[src/sv/bcnt_pkg.sv]
// Shared types and constants for the bucketed checksum name table.
`timescale 1ns / 1ps
package bcnt_pkg;

    localparam int KEY_W     = 32;
    localparam int LEN_W     = 22;
    localparam int OFF_OUT_W = 22;
    localparam int USED_W    = 23;

    localparam logic CMD_INSERT = 1'b0;
    localparam logic CMD_LOOKUP = 1'b1;

    typedef enum logic [2:0] {
        ST_INSERTED    = 3'd0,
        ST_FOUND       = 3'd1,
        ST_NOT_FOUND   = 3'd2,
        ST_BUCKET_FULL = 3'd3,
        ST_STORE_FULL  = 3'd4,
        ST_ZERO_KEY    = 3'd5
    } t_status;

    typedef struct packed {
        logic hit;
        logic free_found;
    } t_scan_flags;

endpackage

[src/sv/bcnt_scan.sv]
// Parallel key compare and first-free-slot search over one bucket row.
`timescale 1ns / 1ps
module bcnt_scan #(
    parameter int SLOTS = 10,
    parameter int OFF_W = 22,
    parameter int IDX_W = 4
) (
    input  logic [SLOTS-1:0]                         i_valid,
    input  logic [SLOTS-1:0][bcnt_pkg::KEY_W-1:0]    i_keys,
    input  logic [SLOTS-1:0][OFF_W-1:0]              i_offs,
    input  logic [bcnt_pkg::KEY_W-1:0]               i_key,
    output bcnt_pkg::t_scan_flags                    o_flags,
    output logic [OFF_W-1:0]                         o_hit_offset,
    output logic [IDX_W-1:0]                         o_free_idx
);
    import bcnt_pkg::*;

    // Slots fill in order and are never freed, so the valid slots form a
    // prefix of the row. A key is unique within its bucket, so any valid
    // match is the one the scan would stop at.
    always_comb begin
        o_flags      = '0;
        o_hit_offset = '0;
        o_free_idx   = '0;
        for (int i = SLOTS - 1; i >= 0; i--) begin
            if (i_valid[i] && (i_keys[i] == i_key)) begin
                o_flags.hit  = 1'b1;
                o_hit_offset = i_offs[i];
            end
            if (!i_valid[i]) begin
                o_flags.free_found = 1'b1;
                o_free_idx         = IDX_W'(i);
            end
        end
    end

endmodule

[config.mk]
export PLATFORM = sky130hd
export DESIGN_NAME = bcnt_scan
export DESIGN_NICKNAME = d
export VERILOG_FILES = /design/src/sv/bcnt_pkg.sv /design/src/sv/bcnt_scan.sv
export SDC_FILE = /design/constraint.sdc
export NUM_CORES = 1
export LEC_CHECK = 0
export ABC_AREA = 0
export CORE_AREA = 2 2 234 236
export DETAILED_ROUTE_END_ITERATION = 8
export DIE_AREA = 0 0 236 238
export DONT_BUFFER_PORTS = 1
export SLEW_MARGIN = 40
export SYNTH_ARGS = -nofsm -noshare
export SYNTH_HDL_FRONTEND = slang
export SYNTH_SLANG_ARGS = --single-unit
[constraint.sdc]
create_clock -name vclk -period 5.4
set_clock_uncertainty 0.15 [all_clocks]
set_input_delay 0.81 -clock vclk [all_inputs]
set_output_delay 0.81 -clock vclk [all_outputs]
set_load 0.1 [all_outputs]
======== Word level (Yosys, flattened, before mapping) ========
Cells that the tools add are included.
storage, ports and cells
  bits in registers ....................... 0
  word-level logic and storage cells ...... 60
cells by class
  eq/ne operators ......................... 10
  muxes and demuxes ....................... 40
  reductions and logical operators ........ 10
operators with widths
  kind                  number
  32-bit equality test  10
  22-bit 2-to-1 mux     10
  4-bit 2-to-1 mux      10
  1-bit 2-to-1 mux      20
  1-bit logical AND     10

======== Logic depth before layout (Yosys ltp) ========
Gate-level depths: netlist of the first run.
  depth in word-level cells ............... 12
  mapped depth ............................ 11

======== Least setup slack after synthesis of the first run ========
No wires, ideal clock.
  path type ............................... input -> output
  start ................................... input port i_key[16] in the netlist's numbering
  end ..................................... output port o_hit_offset[19]
  arrival time ............................ 4.171 ns
  required time ........................... 4.440 ns
  setup slack ............................. 0.269 ns
  stages on the path ...................... 9
  path through ............................ buf_2 xor2_1 nor4_2 nand4_1 nor4_4 buf_6 nor2_2 a311o_1 a31oi_1
between the ends
  word-level cells in the longest chain between the ends .. 12
RTL lines
  what                            line             RTL
  start: declaration              bcnt_scan.sv:11  input logic [bcnt_pkg::KEY_W-1:0] i_key,
  32-bit equality test            bcnt_scan.sv:26  if (i_valid[i] && (i_keys[i] == i_key)) begin
  1-bit logical AND               bcnt_scan.sv:26
  22-bit 2-to-1 mux (9 in a row)  bcnt_scan.sv:26
  22-bit 2-to-1 mux *             bcnt_scan.sv:26
  end: declaration                bcnt_scan.sv:13  output logic [OFF_W-1:0] o_hit_offset,
Every way passes the cells marked *; elsewhere a longest branch is shown, timed or not.

======== Worst setup path after layout of the first run ========
  start ................................... input port i_key[30] in the netlist's numbering
  end ..................................... output port o_hit_offset[20]
Same word-level chain as after synthesis.

==> results of run 1 <==
-- per-stage QoR --
step | area [sq um] | util [%] | worst slack, ns | hold slack [ns] | cells
floorplan | 5820 | - | 0.269 | 1.85 | 797
finish | 7520 | 14.1 | 0.705 | 1.69 | 1512
global placement | 7450 | 13.9 | 0.644 | 1.65 | 1501
detailed placement | 7490 | 14.0 | 0.664 | 1.69 | 1502
CTS | 7490 | 14.0 | 0.652 | 1.69 | 1502
global route | 7520 | 14.1 | 0.589 | 1.69 | 1511
-- cell families (layout without fill, tap and decap cells) --
family | Yosys count | in the layout | share of synthesized area [%]
other cells | 0 | 9 | 0
mux | 1 | 1 | 0.172
buf+inv | 95 | 105 | 8.66
simple gates | 201 | 201 | 20.1
compound gates | 183 | 183 | 23.4
xor+xnor | 317 | 317 | 47.7
-- routing by layer --
layer	global-route usage [%]	wire (um)	vias up
li1	-	-	2919
met1	19.2	19700	3469
met2	34.0	27500	673
met3	4.96	4850	166
met4	9.57	3330	0
met5	0	0	-
-- power by group through the flow --
stage / clock (mW) / sequential (mW) / combinational [mW]
2_1_floorplan: 0 / 0 / 0.279
3_3_place_gp: 0 / 0 / 0.276
3_5_place_dp: 0 / 0 / 0.285
4_1_cts: 0 / 0 / 0.286
5_1_grt: 0.000000198 / 0 / 0.309
6_report: 0.000000224 / 0 / 0.284
-- layout make-up --
| cell class | instances | area share, % |
|---|---|---|
| multi-input combinational | 702 | 74.5 |
| antenna | 9 | 0.299 |
| tap | 696 | 11.6 |
| inverter | 28 | 1.41 |
| timing repair buffer | 77 | 12.3 |
-- synth_stat cells (2+ instances only) --
library cell,n
buf_6,12
nand3_1,19
nand4_1,51
buf_2,23
a221oi_1,16
buf_4,7
a221o_1,19
o21ai_0,46
o221ai_1,4
a221oi_2,4
xor2_1,122
a2bb2oi_1,19
a21boi_0,23
o211ai_1,20
inv_1,27
nor2b_1,3
and2_1,2
a21oi_1,3
xnor2_1,195
and3_1,23
a31oi_1,21
nor2_1,26
nor4_1,34
nor3_1,14
nand2_1,15
clkbuf_1,24
nor4_2,2
-- cell usage in the layout (no fill, tap or decap), types with 23 or more instances in the layout --
cell type,n
and3_1,23
buf_12,25
buf_4,49
inv_1,27
nand4_1,51
nor2_1,26
nor4_1,32
o21ai_0,46
xnor2_1,195
xor2_1,122
-- path summary, 6_finish.rpt --
| check | to | cells past startpoint | from |
|---|---|---|---|
| setup / recovery | o_hit_offset[20] | 12 | i_key[30] |
| hold / removal | o_free_idx[3] | 2 | i_valid[9] |
==> results.md, run 1 <==
* Pwr/cell area at approximately 38 mW/mm^2
* Power Total at ~0.28 mW
* Syn Area/Cell at ~7.3 sq um
* Initial core utilization at a little over a tenth
* Full die area at around 0.056 sq mm
* Top achievable clock speed at 213 MHz
* Layout clock buffers at 0
* Post-synthesis net count at 1,379
* Critical Path Max Stage Delay at between 0.6 and 0.7 ns
* First-iteration detailed-routing DRC count at 469
* HPWL after DPL at 47,500 um
* Setup violators final at 0
* Vias in the first global route at around 7,400
* Area of the multi-input gates at between 0.005 and 0.006 sq mm
* Cell internal pwr at roughly 0.16 mW
* Fill count at about 6,100
* Crit end category: output pin
* Clock power share at 0%
* Hold buffer count at CTS at 0
* # Post-CTS Setup Buffers at 0
* First-pass GRT wire length at approximately 70,000 um
* Slowest stage cell, crit path: a221oi_1
* Unrepaired setup endpoints after global routing: false
* Seq_cells at 0
* Synth Warn # at 0
* Routed WL at 55,400 um
* Worst vdd ir at 0.0000239 V
* Switching Power at between 0.1 and 0.15 mW
* CP Buf/Inv Count at 4
* Initial antenna violation count at 12
* Synth top area share at 29.3%
* All-layer global routing usage at 18.5%
* Cell repeated most along the worst path: buf_4
* # nets final at 1,391
* Ports at between 600 and 700
* Syn-to-layout area delta at 29.2%
* Sum Neg Setup Slack at 0 ns
* DR vias at between 7,000 and 8,000
* Netlist cell types at 50
* Vias per inst at roughly 4.8
* Slew Limit Fails at 0
* CORE AREA at between 0.05 and 0.06 sq mm
* WL/cell at around 37 um
* Port bufs at 0
* DIE HEIGHT at roughly 240 um
* Max-Cap Viols at 0
* Fin crit share at 87.0%
* Gpl congestion at approximately 0.96
* ANT nets after route at 0
* Die X-Extent at roughly 240 um
* Drc violations at 0
* Total congestion overflow at 0
* Largest net degree at the start of global routing at 46
* Syn Inst Count at roughly 800
* Crit path max fanout at 10
* Comb pwr share at 100.0%
* HP Class: input port to output pin
* Critical Path RT at around 4.4 ns
* Layout cells sized above 1 at around 15%
* Post-CTS sizing at 0
* Net Sw Frac at between 40% and 50%
* Least-Margin Pin Slew at between 0.7 and 0.8 ns
* Router iterations before antenna repair at 5
* Data arrival, critical path at approximately 3.7 ns
* CP Cell Sequence: xnor2_1, nand4_1, nor4_1, buf_4, and3_1, buf_4, nor3_2, buf_4, a221oi_1, o21ai_0, o2bb2ai_2, buf_12
* Static Leak at about 2.4 nW
* Post-synthesis cell area at just under 0.006 sq mm
* Critical Path Source Type: input port
* FF+latch area at 0 sq um
* Status: finished clean
* Top area cells in the synthesized netlist: xnor2_1, xor2_1, nand4_1
* Sequential share of power at 0%
* Critical path class: input port to output pin
* Post-synthesis sequential area ratio at 0%
* Yosys top cell by area: xnor2_1
* Worst path top cell family by delay: compound AO/OA/AOI/OAI gates
* Max_slew headroom at 47.2%
* Row cnt at 85
* Final hold vios at 0
* Minimum clock period at between 4 and 5 ns
Note: power is estimated with default switching activity, not from simulation.
==> run 2: changes to the inputs <==
--- a/config.mk
+++ b/config.mk
@@ -10,6 +10,7 @@
 export DETAILED_ROUTE_END_ITERATION = 8
 export DIE_AREA = 0 0 236 238
 export DONT_BUFFER_PORTS = 1
+export REMOVE_ABC_BUFFERS = 1
 export SLEW_MARGIN = 40
 export SYNTH_ARGS = -nofsm -noshare
 export SYNTH_HDL_FRONTEND = slang
==> results.md, run 2 (synthesis results as in run 1) <==
* Status: finished clean
* Critical Path Max Stage Delay at about 0.81 ns
* Crit end category: output pin
* Cell internal pwr at 0.159 mW
* Router iterations before antenna repair at 5
* Max_slew headroom at 45.8%
* Worst path top cell family by delay: simple AND/OR/NAND/NOR gates
* Placed Area at around 0.007 sq mm
* Slew Limit Fails at 0
* Layout clock buffers at 0
* Slowest stage cell, crit path: nor3_2
* Crit path max fanout at 12
* Critical Path RT at roughly 4.4 ns
* Final hold vios at 0
* Routed WL at about 50,000 um
* Most common cell after layout, fill and taps aside: xnor2_1
* Fin crit share at 88.5%
* Full die area at about 0.056 sq mm
* Initial antenna violation count at 7
* Ports at around 600
* Minimum clock period at 4.78 ns
* Hold buffer count at CTS at 0
* CP Buf/Inv Count at 2
* Port bufs at 0
* Least-Margin Pin Slew at ~0.81 ns
* CP Cell Sequence: xnor2_1, nand4_1, nor4_1, nand4_1, nor3_2, buf_4, a221o_1, o211ai_1, a31oi_2, buf_12
* Setup ws final at between 0.6 and 0.7 ns
* Sequential share of power at 0%
* HPWL after DPL at about 42,000 um
* Pwr/cell area at slightly above 40 mW/mm^2
* FF+latch area at 0 sq um
* Critical Path Source Type: input port
* All-layer global routing usage at between 15 and 20%
* Layout cells sized above 1 at roughly 13%
* Data arrival, critical path at ~3.8 ns
* Pre-CTS WS at between 0.6 and 0.7 ns
* Final Non-Filler Cells at ~1,500
* First-pass GRT wire length at 63,600 um
* Clock power share at 0%
* Design Area, Final at slightly above 0.007 sq mm
* Vias per inst at ~4.7
* Top achievable clock speed at roughly 210 MHz
* Most frequent cells in the layout: xnor2_1, xor2_1, nand4_1
* Total congestion overflow at 0
* # Post-CTS Setup Buffers at 0
* Static Leak at 2.27 nW
* Syn-to-layout area delta at 23.5%
* Cell repeated most along the worst path: nand4_1
* WL/cell at around 34 um
* Row cnt at 85
* ANT nets after route at 0
* Seq_cells at 0
* Critical path class: input port to output pin
* # nets final at approximately 1,400
* Sum Neg Setup Slack at 0 ns
* CORE AREA at ~0.053 sq mm
* Drc violations at 0
* Placed Cells incl. Taps at approximately 1,500
* Comb pwr share at 100.0%
* Die X-Extent at 236 um
* Max-Cap Viols at 0
* Largest net degree at the start of global routing at 45
* DIE HEIGHT at roughly 240 um
* First-iteration detailed-routing DRC count at 732
* Initial core utilization at between 10% and 20%
* Worst vdd ir at around 0.000026 V
* Net Sw Frac at between 40% and 50%
* Unrepaired setup endpoints after global routing: false
* Power Total at roughly 0.29 mW
* Vias in the first global route at slightly above 7,000
* Switching Power at around 0.13 mW
* Post-CTS sizing at 0
* Gpl congestion at around 0.91
* HP Class: input port to output pin
* DR vias at between 6,000 and 7,000
* Setup violators final at 0
[run 2: worst paths after layout]
kind                     from               end  cells after the start
hold / removal     i_valid[1]     o_free_idx[0]                      1
setup / recovery  i_keys[316]  o_hit_offset[21]                     10
[run 2: layout make-up]
cell class / count / area [sq um]
Fill cell: 6133 / 46300
Multi-Input combinational cell: 702 / 5550
Tap cell: 696 / 871
Timing Repair Buffer: 51 / 658
Inverter: 28 / 106
Antenna cell: 5 / 12.5
[run 2: power groups by stage]
| stage | clock network, mW | logic, mW | registers, mW |
|---|---|---|---|
| 2_1_floorplan | 0 | 0.225 | 0 |
| 3_3_place_gp | 0 | 0.287 | 0 |
| 3_5_place_dp | 0 | 0.289 | 0 |
| 4_1_cts | 0 | 0.291 | 0 |
| 5_1_grt | 0.000000124 | 0.317 | 0 |
| 6_report | 0.000000124 | 0.291 | 0 |
[run 2: layer usage]
layer	track usage, %	vias up	share of wire, %
met5	0	-	0.054
met4	7.76	4	5.5
met3	4.89	142	11
met2	27.7	675	46
met1	19.6	3318	38
li1	-	2858	-
[run 2: through the flow]
step | util (%) | hold WS (ns)
floorplan | - | 1.85
global placement | 13.4 | 1.73
detailed placement | 13.4 | 1.64
CTS | 13.4 | 1.64
global route | 13.4 | 1.64
finish | 13.4 | 1.64
